$ cat src/macd_pkg.sv
`timescale 1ns / 1ps
// ----------------------------------------------------------------------------
// MACD package
// Shared types, register indexes and constants for the MACD indicator stream.
// ----------------------------------------------------------------------------
package macd_pkg;

  localparam int WEIGHT_WIDTH = 17;
  localparam int FRAC_BITS    = 16;

  localparam logic [WEIGHT_WIDTH-1:0] FAST_WEIGHT_RESET   = 17'd10082;
  localparam logic [WEIGHT_WIDTH-1:0] SLOW_WEIGHT_RESET   = 17'd4855;
  localparam logic [WEIGHT_WIDTH-1:0] SIGNAL_WEIGHT_RESET = 17'd13107;

  localparam logic [1:0] REG_FAST_WEIGHT   = 2'd0;
  localparam logic [1:0] REG_SLOW_WEIGHT   = 2'd1;
  localparam logic [1:0] REG_SIGNAL_WEIGHT = 2'd2;

  typedef enum logic [3:0] {
    ST_IDLE,
    ST_SEED,
    ST_ERR,
    ST_MUL_LO,
    ST_MUL_HI,
    ST_UPDATE,
    ST_DIFF,
    ST_SIG_SEED,
    ST_LOAD
  } state_t;

  typedef enum logic [3:0] {
    OP_NONE,
    OP_CAPTURE,
    OP_SEED,
    OP_ERR,
    OP_MUL_LO,
    OP_MUL_HI,
    OP_UPDATE,
    OP_DIFF,
    OP_SIG_SEED,
    OP_LOAD
  } op_t;

  typedef enum logic [1:0] {
    SEL_FAST,
    SEL_SLOW,
    SEL_SIGNAL
  } sel_t;

  typedef enum logic [1:0] {
    PHASE_EMPTY,
    PHASE_ONE,
    PHASE_SEEDED
  } phase_t;

  typedef struct packed {
    op_t  op;
    sel_t sel;
  } cmd_t;

endpackage

$ cat src/macd_ctrl.sv
`timescale 1ns / 1ps
// ----------------------------------------------------------------------------
// MACD controller
// Sequences capture, the three EMA updates and the result load, and holds
// the series phase and the output valid flag.
// ----------------------------------------------------------------------------
module macd_ctrl (
  input  logic          clk,
  input  logic          rst,
  input  logic          in_valid,
  output logic          in_ready,
  input  logic          start_of_series,
  output logic          out_valid,
  input  logic          out_ready,
  output macd_pkg::cmd_t cmd
);
  import macd_pkg::*;

  state_t state, state_next;
  sel_t   sel, sel_next;
  phase_t phase, phase_next;
  logic   out_valid_next;
  logic   load_ok;

  assign load_ok = !out_valid || out_ready;

  always_ff @(posedge clk) begin
    if (rst) begin
      state     <= ST_IDLE;
      sel       <= SEL_FAST;
      phase     <= PHASE_EMPTY;
      out_valid <= 1'b0;
    end else begin
      state     <= state_next;
      sel       <= sel_next;
      phase     <= phase_next;
      out_valid <= out_valid_next;
    end
  end

  always_comb begin
    state_next     = state;
    sel_next       = sel;
    phase_next     = phase;
    out_valid_next = out_valid && !out_ready;
    case (state)
      ST_IDLE: begin
        if (in_valid) begin
          sel_next = SEL_FAST;
          if (start_of_series || phase == PHASE_EMPTY) begin
            state_next = ST_SEED;
          end else begin
            state_next = ST_ERR;
          end
        end
      end
      ST_SEED: begin
        phase_next = PHASE_ONE;
        state_next = ST_LOAD;
      end
      ST_ERR:    state_next = ST_MUL_LO;
      ST_MUL_LO: state_next = ST_MUL_HI;
      ST_MUL_HI: state_next = ST_UPDATE;
      ST_UPDATE: begin
        case (sel)
          SEL_FAST: begin
            sel_next   = SEL_SLOW;
            state_next = ST_ERR;
          end
          SEL_SLOW:   state_next = ST_DIFF;
          SEL_SIGNAL: state_next = ST_LOAD;
          default:    state_next = ST_LOAD;
        endcase
      end
      ST_DIFF: begin
        if (phase == PHASE_ONE) begin
          phase_next = PHASE_SEEDED;
          state_next = ST_SIG_SEED;
        end else begin
          sel_next   = SEL_SIGNAL;
          state_next = ST_ERR;
        end
      end
      ST_SIG_SEED: state_next = ST_LOAD;
      ST_LOAD: begin
        if (load_ok) begin
          out_valid_next = 1'b1;
          state_next     = ST_IDLE;
        end
      end
      default: state_next = ST_IDLE;
    endcase
  end

  always_comb begin
    in_ready = 1'b0;
    cmd.op   = OP_NONE;
    cmd.sel  = sel;
    case (state)
      ST_IDLE: begin
        in_ready = 1'b1;
        if (in_valid) begin
          cmd.op = OP_CAPTURE;
        end
      end
      ST_SEED:     cmd.op = OP_SEED;
      ST_ERR:      cmd.op = OP_ERR;
      ST_MUL_LO:   cmd.op = OP_MUL_LO;
      ST_MUL_HI:   cmd.op = OP_MUL_HI;
      ST_UPDATE:   cmd.op = OP_UPDATE;
      ST_DIFF:     cmd.op = OP_DIFF;
      ST_SIG_SEED: cmd.op = OP_SIG_SEED;
      ST_LOAD: begin
        if (load_ok) begin
          cmd.op = OP_LOAD;
        end
      end
      default: cmd.op = OP_NONE;
    endcase
  end

endmodule

$ cat src/macd_datapath.sv
`timescale 1ns / 1ps
// ----------------------------------------------------------------------------
// MACD datapath
// Weight registers, EMA state and one shared multiplier that forms the
// weighted error in a low and a high partial product.
// ----------------------------------------------------------------------------
module macd_datapath #(
  parameter int PRICE_WIDTH = 32
) (
  input  logic                                 clk,
  input  logic                                 rst,
  input  macd_pkg::cmd_t                       cmd,
  input  logic [PRICE_WIDTH-1:0]               close_price,
  input  logic                                 cfg_we,
  input  logic [1:0]                           cfg_index,
  input  logic [macd_pkg::WEIGHT_WIDTH-1:0]    cfg_data,
  output logic signed [PRICE_WIDTH:0]          difference_line,
  output logic signed [PRICE_WIDTH:0]          signal_line,
  output logic signed [PRICE_WIDTH+1:0]        histogram
);
  import macd_pkg::*;

  localparam int W   = PRICE_WIDTH;
  localparam int SW  = W + 5;                 // sum width, holds any update
  localparam int HW  = W + 2 - FRAC_BITS;     // high part of the error
  localparam int MAW = (HW > FRAC_BITS + 1) ? HW : FRAC_BITS + 1;
  localparam int PRW = MAW + WEIGHT_WIDTH + 1;

  logic [WEIGHT_WIDTH-1:0] fast_weight, slow_weight, signal_weight;
  logic [W-1:0]            price;
  logic [W-1:0]            fast_average, slow_average;
  logic signed [W:0]       signal_average;
  logic signed [W:0]       dif;
  logic signed [W+1:0]     err;
  logic signed [PRW-1:0]   prod;
  logic [WEIGHT_WIDTH-1:0] lo_part;

  logic signed [SW-1:0]    avg_cur, x_cur, lo_bound, hi_bound, pmax_s;
  logic [WEIGHT_WIDTH-1:0] w_cur;
  logic signed [SW-1:0]    err_wide, sum, clamped;
  logic signed [MAW-1:0]   mul_a;
  logic signed [WEIGHT_WIDTH:0] mul_b;
  logic signed [PRW-1:0]   mul_p;

  assign pmax_s = $signed({{(SW-W){1'b0}}, {W{1'b1}}});

  always_comb begin
    avg_cur  = $signed({{(SW-W){1'b0}}, fast_average});
    x_cur    = $signed({{(SW-W){1'b0}}, price});
    w_cur    = fast_weight;
    lo_bound = '0;
    hi_bound = pmax_s;
    case (cmd.sel)
      SEL_FAST: begin
        avg_cur = $signed({{(SW-W){1'b0}}, fast_average});
        w_cur   = fast_weight;
      end
      SEL_SLOW: begin
        avg_cur = $signed({{(SW-W){1'b0}}, slow_average});
        w_cur   = slow_weight;
      end
      SEL_SIGNAL: begin
        avg_cur  = SW'(signal_average);
        x_cur    = SW'(dif);
        w_cur    = signal_weight;
        lo_bound = -pmax_s;
      end
      default: begin
        avg_cur = $signed({{(SW-W){1'b0}}, fast_average});
      end
    endcase
  end

  assign err_wide = x_cur - avg_cur;

  // The error is split at the binary point: the low part is unsigned and
  // its product keeps only the bits above the point, so together the two
  // passes give the floor of weight times error.
  assign mul_a = (cmd.op == OP_MUL_LO) ? MAW'($signed({1'b0, err[FRAC_BITS-1:0]}))
                                       : MAW'($signed(err[W+1:FRAC_BITS]));
  assign mul_b = $signed({1'b0, w_cur});
  assign mul_p = mul_a * mul_b;

  assign sum = avg_cur + SW'(prod) + SW'($signed({1'b0, lo_part}));

  always_comb begin
    if (sum < lo_bound) begin
      clamped = lo_bound;
    end else if (sum > hi_bound) begin
      clamped = hi_bound;
    end else begin
      clamped = sum;
    end
  end

  always_ff @(posedge clk) begin
    if (rst) begin
      fast_weight   <= FAST_WEIGHT_RESET;
      slow_weight   <= SLOW_WEIGHT_RESET;
      signal_weight <= SIGNAL_WEIGHT_RESET;
    end else if (cfg_we) begin
      case (cfg_index)
        REG_FAST_WEIGHT:   fast_weight   <= cfg_data;
        REG_SLOW_WEIGHT:   slow_weight   <= cfg_data;
        REG_SIGNAL_WEIGHT: signal_weight <= cfg_data;
        default: begin
        end
      endcase
    end
  end

  always_ff @(posedge clk) begin
    if (rst) begin
      fast_average   <= '0;
      slow_average   <= '0;
      signal_average <= '0;
    end else begin
      case (cmd.op)
        OP_SEED: begin
          fast_average   <= price;
          slow_average   <= price;
          signal_average <= '0;
        end
        OP_UPDATE: begin
          case (cmd.sel)
            SEL_FAST:   fast_average   <= clamped[W-1:0];
            SEL_SLOW:   slow_average   <= clamped[W-1:0];
            SEL_SIGNAL: signal_average <= clamped[W:0];
            default: begin
            end
          endcase
        end
        OP_SIG_SEED: signal_average <= dif;
        default: begin
        end
      endcase
    end
  end

  always_ff @(posedge clk) begin
    case (cmd.op)
      OP_CAPTURE: price <= close_price;
      OP_SEED:    dif   <= '0;
      OP_ERR:     err   <= err_wide[W+1:0];
      OP_MUL_LO:  prod  <= mul_p;
      OP_MUL_HI: begin
        lo_part <= prod[FRAC_BITS+WEIGHT_WIDTH-1:FRAC_BITS];
        prod    <= mul_p;
      end
      OP_DIFF: dif <= $signed({1'b0, fast_average}) - $signed({1'b0, slow_average});
      OP_LOAD: begin
        difference_line <= dif;
        signal_line     <= signal_average;
        histogram       <= $signed({dif[W], dif})
                           - $signed({signal_average[W], signal_average});
      end
      default: begin
      end
    endcase
  end

endmodule

$ cat src/macd_indicator_stream_top.sv
`timescale 1ns / 1ps
// ----------------------------------------------------------------------------
// MACD indicator stream, top level
// A seeding word is seeded and loaded; the second word of a series runs the
// fast and slow updates and seeds the signal line; any other word runs all
// three EMA updates, which share one multiplier (error, low product, high
// product, add). The next word waits for the load, which an output stall delays.
// Synchronous reset restores the default weights and clears all EMA state.
// ----------------------------------------------------------------------------
module macd_indicator_stream_top #(
  parameter int PRICE_WIDTH = 32
) (
  input  logic                              clk,
  input  logic                              rst,
  input  logic                              in_valid,
  output logic                              in_ready,
  input  logic [PRICE_WIDTH-1:0]            close_price,
  input  logic                              start_of_series,
  output logic                              out_valid,
  input  logic                              out_ready,
  output logic signed [PRICE_WIDTH:0]       difference_line,
  output logic signed [PRICE_WIDTH:0]       signal_line,
  output logic signed [PRICE_WIDTH+1:0]     histogram,
  input  logic                              cfg_valid,
  output logic                              cfg_ready,
  input  logic [1:0]                        cfg_index,
  input  logic [macd_pkg::WEIGHT_WIDTH-1:0] cfg_data
);
  import macd_pkg::*;

  cmd_t cmd;

  assign cfg_ready = 1'b1;

  macd_ctrl u_ctrl (
    .clk             (clk),
    .rst             (rst),
    .in_valid        (in_valid),
    .in_ready        (in_ready),
    .start_of_series (start_of_series),
    .out_valid       (out_valid),
    .out_ready       (out_ready),
    .cmd             (cmd)
  );

  macd_datapath #(
    .PRICE_WIDTH (PRICE_WIDTH)
  ) u_datapath (
    .clk             (clk),
    .rst             (rst),
    .cmd             (cmd),
    .close_price     (close_price),
    .cfg_we          (cfg_valid),
    .cfg_index       (cfg_index),
    .cfg_data        (cfg_data),
    .difference_line (difference_line),
    .signal_line     (signal_line),
    .histogram       (histogram)
  );

  // The block does not accept another word in the cycle after taking one.
  a_busy_after_accept: assert property (@(posedge clk) disable iff (rst)
    (in_valid && in_ready) |=> !in_ready)
    else $error("input accepted again right after an accept");

  // A shown result is always internally consistent.
  a_histogram_consistent: assert property (@(posedge clk) disable iff (rst)
    out_valid |-> (histogram == ($signed({difference_line[PRICE_WIDTH], difference_line})
                                 - $signed({signal_line[PRICE_WIDTH], signal_line}))))
    else $error("histogram does not match difference minus signal");

  // A seeding word with a free output register yields an all-zero result.
  a_seed_zero: assert property (@(posedge clk) disable iff (rst)
    (in_valid && in_ready && start_of_series && !out_valid) |-> ##3
      (out_valid && difference_line == '0 && signal_line == '0 && histogram == '0))
    else $error("seeding word did not give a zero result");

endmodule

$ cat config.mk
export PLATFORM = sky130hd
export DESIGN_NAME = macd_indicator_stream_top
export DESIGN_NICKNAME = d
export VERILOG_FILES = /design/src/macd_pkg.sv /design/src/macd_ctrl.sv /design/src/macd_datapath.sv /design/src/macd_indicator_stream_top.sv
export SDC_FILE = /design/constraint.sdc
export NUM_CORES = 2
export LEC_CHECK = 0
export BUFFER_PORTS_ARGS = -buffer_cell sky130_fd_sc_hd__buf_4
export CORE_MARGIN = 1.5
export CORE_UTILIZATION = 41
export DETAILED_ROUTE_END_ITERATION = 12
export RECOVER_POWER = 100
export SLEW_MARGIN = 0
export SYNTH_ARGS = -nofsm -noshare
export SYNTH_HDL_FRONTEND = slang
export SYNTH_SLANG_ARGS = --single-unit
$ cat constraint.sdc
create_clock -name clk -period 13.1 [get_ports clk]
set_input_delay 0.655 -clock clk [delete_from_list [all_inputs] [get_ports clk]]
set_output_delay 0.655 -clock clk [all_outputs]
set_load 0.1 [all_outputs]
==> results.ini <==
[timing]
skew_ns=0.0457
fin_crit_ns=10.21
max_slew_margin_pct=-162
setup_viol=0
fin_setup_tns_ns=0
fmax_mhz=97.9
fin_crit_sh_pct=77.9
hold_viol=0
final_max_slew_viol_count=373
grt_setup_unrepaired=false
worst_pin_slew_ns=3.93

[routing]
route.final.wire_length_um=96400
drt.antenna.violating_nets=0
first_pass_iters=6
drcViolationCount=0
drt_iter0_drc=2027
viasPerCell=5.35
wl_per_cell_um=19.6
vias=26300

[status]
violations=capacitance limit, slew limit
status=finished with violations

[logic_synthesis]
yosysWarnings=0
ys_ff_latch=409
seq_area_frac_synth_pct=31.1
netlist_instances=3666
syn_area_per_cell_um2=9.40
synth_edf_count=252
syn-cell-area_um2=34400
ys_async_sr_fraction_pct=0
synth_ff_type=edfxtp_1
synth_cell_types=90
syn_nets=4305

[cts]
clock-sinks=409
cts_buffers=47
cts_resized=0
max-clock-path-buffers=3
postCtsHoldBufs=0
post_cts_buffers=0
clk_pin_slew_worst_paths_ns=0.06
tritoncts=yes
worstSkewPairLatency_ns=0.61
cts_root_buffer=clkbuf_16
htreeDepth=2

[power_and_ir_drop]
p_leak_nw=16.3
power.density_nw_per_um2=212
ir_drop_mv=0.221

[cells_and_area]
final_nets=4428
mostFrequentLayoutCells=586 x inv_1, 411 x nand2_1, 396 x nor2_1
final_area_um2=38000
num-fill-cells=8183
mostFrequentLayoutCell=inv_1
syn_to_final_growth_pct=10.3
drive_gt1_share_pct=6.25
instances_no_fill=4908

[worst_setup_path]
slowest_delay_ns=1.62
slowest_stage=clkbuf_1
crit_top_cell=inv_1
critPathBufInv=6
worstPathRequired_ns=13.53
end_kind=register
worstSetupPathType=register to register
crit_fanout=56
cp_data_arrival_time_ns=10.64
crit_family=simple AND/OR/NAND/NOR gates
start_kind=register

[floorplanning]
io_pins=160
die-area_um2=85800
die_w_um=293
core_area_um2=83400
start_util_pct=41.3
rows=106
die_h_um=293

[place]
placed_cell_area_um2=36900
portBuffers=158
dp_hpwl_um=75200
gp_congestion=0.944
place_inst=4820

[run]
drv_cap=11

[worst_hold_path]
hp-class=input pin to register

[global_routing]
grt.total_usage_pct=22.6
grt_pass1_vias=26300
grt_pass1_wl_um=151000
grt_start_max_net_pins=80
grt-ovfl-total=0
antenna_found_initial=0

metrics by stage:
step | worst slack, ns | hold slack (ns) | utilization (%) | power [mW]
after global routing | 2.33 | 0.230 | 45.5 | 8.74
after global placement | 4.33 | 0.443 | 44.2 | 6.69
after floorplan | 5.05 | 0.426 | - | 5.55
final | 2.89 | 0.247 | 45.5 | 8.05
after CTS | 4.28 | 0.192 | 46.2 | 8.12
after detailed placement | 4.32 | 0.447 | 44.2 | 6.72
sequential cells by signal, summed over array words and instances, names as in the netlist, 4 cells and up:
| name | cells |
|---|---|
| u_datapath.fast_weight | 17 |
| u_datapath.dif | 33 |
| u_datapath.slow_weight | 17 |
| u_datapath.lo_part | 17 |
| u_datapath.signal_weight | 17 |
| u_datapath.price | 32 |
| u_datapath.signal_line | 33 |
| u_datapath.slow_average | 32 |
| u_datapath.difference_line | 33 |
| u_datapath.fast_average | 32 |
| u_ctrl.state | 4 |
| u_datapath.histogram | 34 |
| u_datapath.signal_average | 33 |
| u_datapath.prod | 36 |
| u_datapath.err | 34 |
per-layer routing:
| layer | GRT usage, % | wire, um | share of wire (%) | up-vias |
|---|---|---|---|---|
| li1 | - | - | - | 12500 |
| met1 | 30.8 | 42900 | 44 | 13000 |
| met2 | 38.2 | 46200 | 48 | 709 |
| met3 | 2.96 | 5400 | 5.6 | 105 |
| met4 | 5.26 | 1980 | 2.1 | 0 |
| met5 | 0 | 0 | 0 | - |
report_power, final:
group | switching, mW | internal (mW)
clock | 0.551 | 0.809
sequential | 0.122 | 1.75
combinational | 2.88 | 1.94
total | 3.56 | 4.50
synth_stat cells, types with 5 or more instances:
cell      instances  area share, %
mux2i_1          19           0.55
o31ai_1          14           0.31
nor2b_1          28           0.51
or3_1            13           0.24
nand3b_1         28           0.61
fa_1            332             19
a21oi_1         185            2.7
o21ai_0          72            1.0
a311oi_1         12           0.31
o21a_1           29           0.63
and2_1           15           0.27
a31oi_1          15           0.27
nor2_1          397            4.3
a211o_1           8           0.20
o21bai_1         20           0.44
nand2_1         414            4.5
o21ai_1          14           0.20
a211oi_1        100            2.2
nand2b_1         33           0.60
nand4_1          10           0.18
xnor2_1          96            2.4
mux2_2           31            1.0
and3_1           14           0.25
inv_1           586            6.4
a21boi_0          6           0.13
edfxtp_1        252             22
or2_2            19           0.35
o211ai_1         11           0.24
a21o_1           68            1.5
buf_2            10           0.15
o31a_1            6           0.15
buf_1            12           0.13
nor4_1            5          0.091
xor2_1           45            1.1
nor3_1           29           0.42
a22oi_1          99            2.2
nand3_1          25           0.36
nor3b_1           5           0.11
dfxtp_1         157            9.1
clkbuf_1         99            1.1
ha_1            250            9.1
area by class of cell:
| type | instances | area, um2 | share of cell area (%) |
|---|---|---|---|
| Timing Repair Buffer | 202 | 1080 | 2.84 |
| Antenna cell | 1 | 2.50 | 0.00659 |
| Inverter | 587 | 2200 | 5.80 |
| Sequential cell | 409 | 10700 | 28.2 |
| Clock inverter | 17 | 196 | 0.517 |
| Tap cell | 1080 | 1350 | 3.56 |
| Clock buffer | 70 | 1440 | 3.80 |
| Multi-Input combinational cell | 2542 | 21000 | 55.3 |
path summary, 6_finish.rpt:
kind | startpoint | endpoint | slack [ns] | cells past startpoint
worst max-delay path | u_ctrl.sel[1] | u_datapath.slow_average[31] | 2.89 | 32
worst min-delay path | close_price[2] | u_datapath.price[2] | 0.25 | 1
worst max register to register | u_ctrl.sel[1] | u_datapath.slow_average[31] | 2.89 | 32
worst min register to register | u_datapath.fast_weight[15] | u_datapath.fast_weight[15] | 0.45 | 2
kinds of logic (layout without fill, tap and decap cells):
logic type      Yosys count  count (layout)  synth area share [%]
fa+ha+maj               582             582                  28.4
xor+xnor                143             143                  3.68
mux                      51              51                  1.60
simple gates           1049            1049                  13.2
flops                   409             409                  31.1
other cells               1               2                0.0109
compound gates          716             716                  14.1
buf+inv                 715             876                  7.92
No activity file was read; power rests on OpenSTA's default activity.
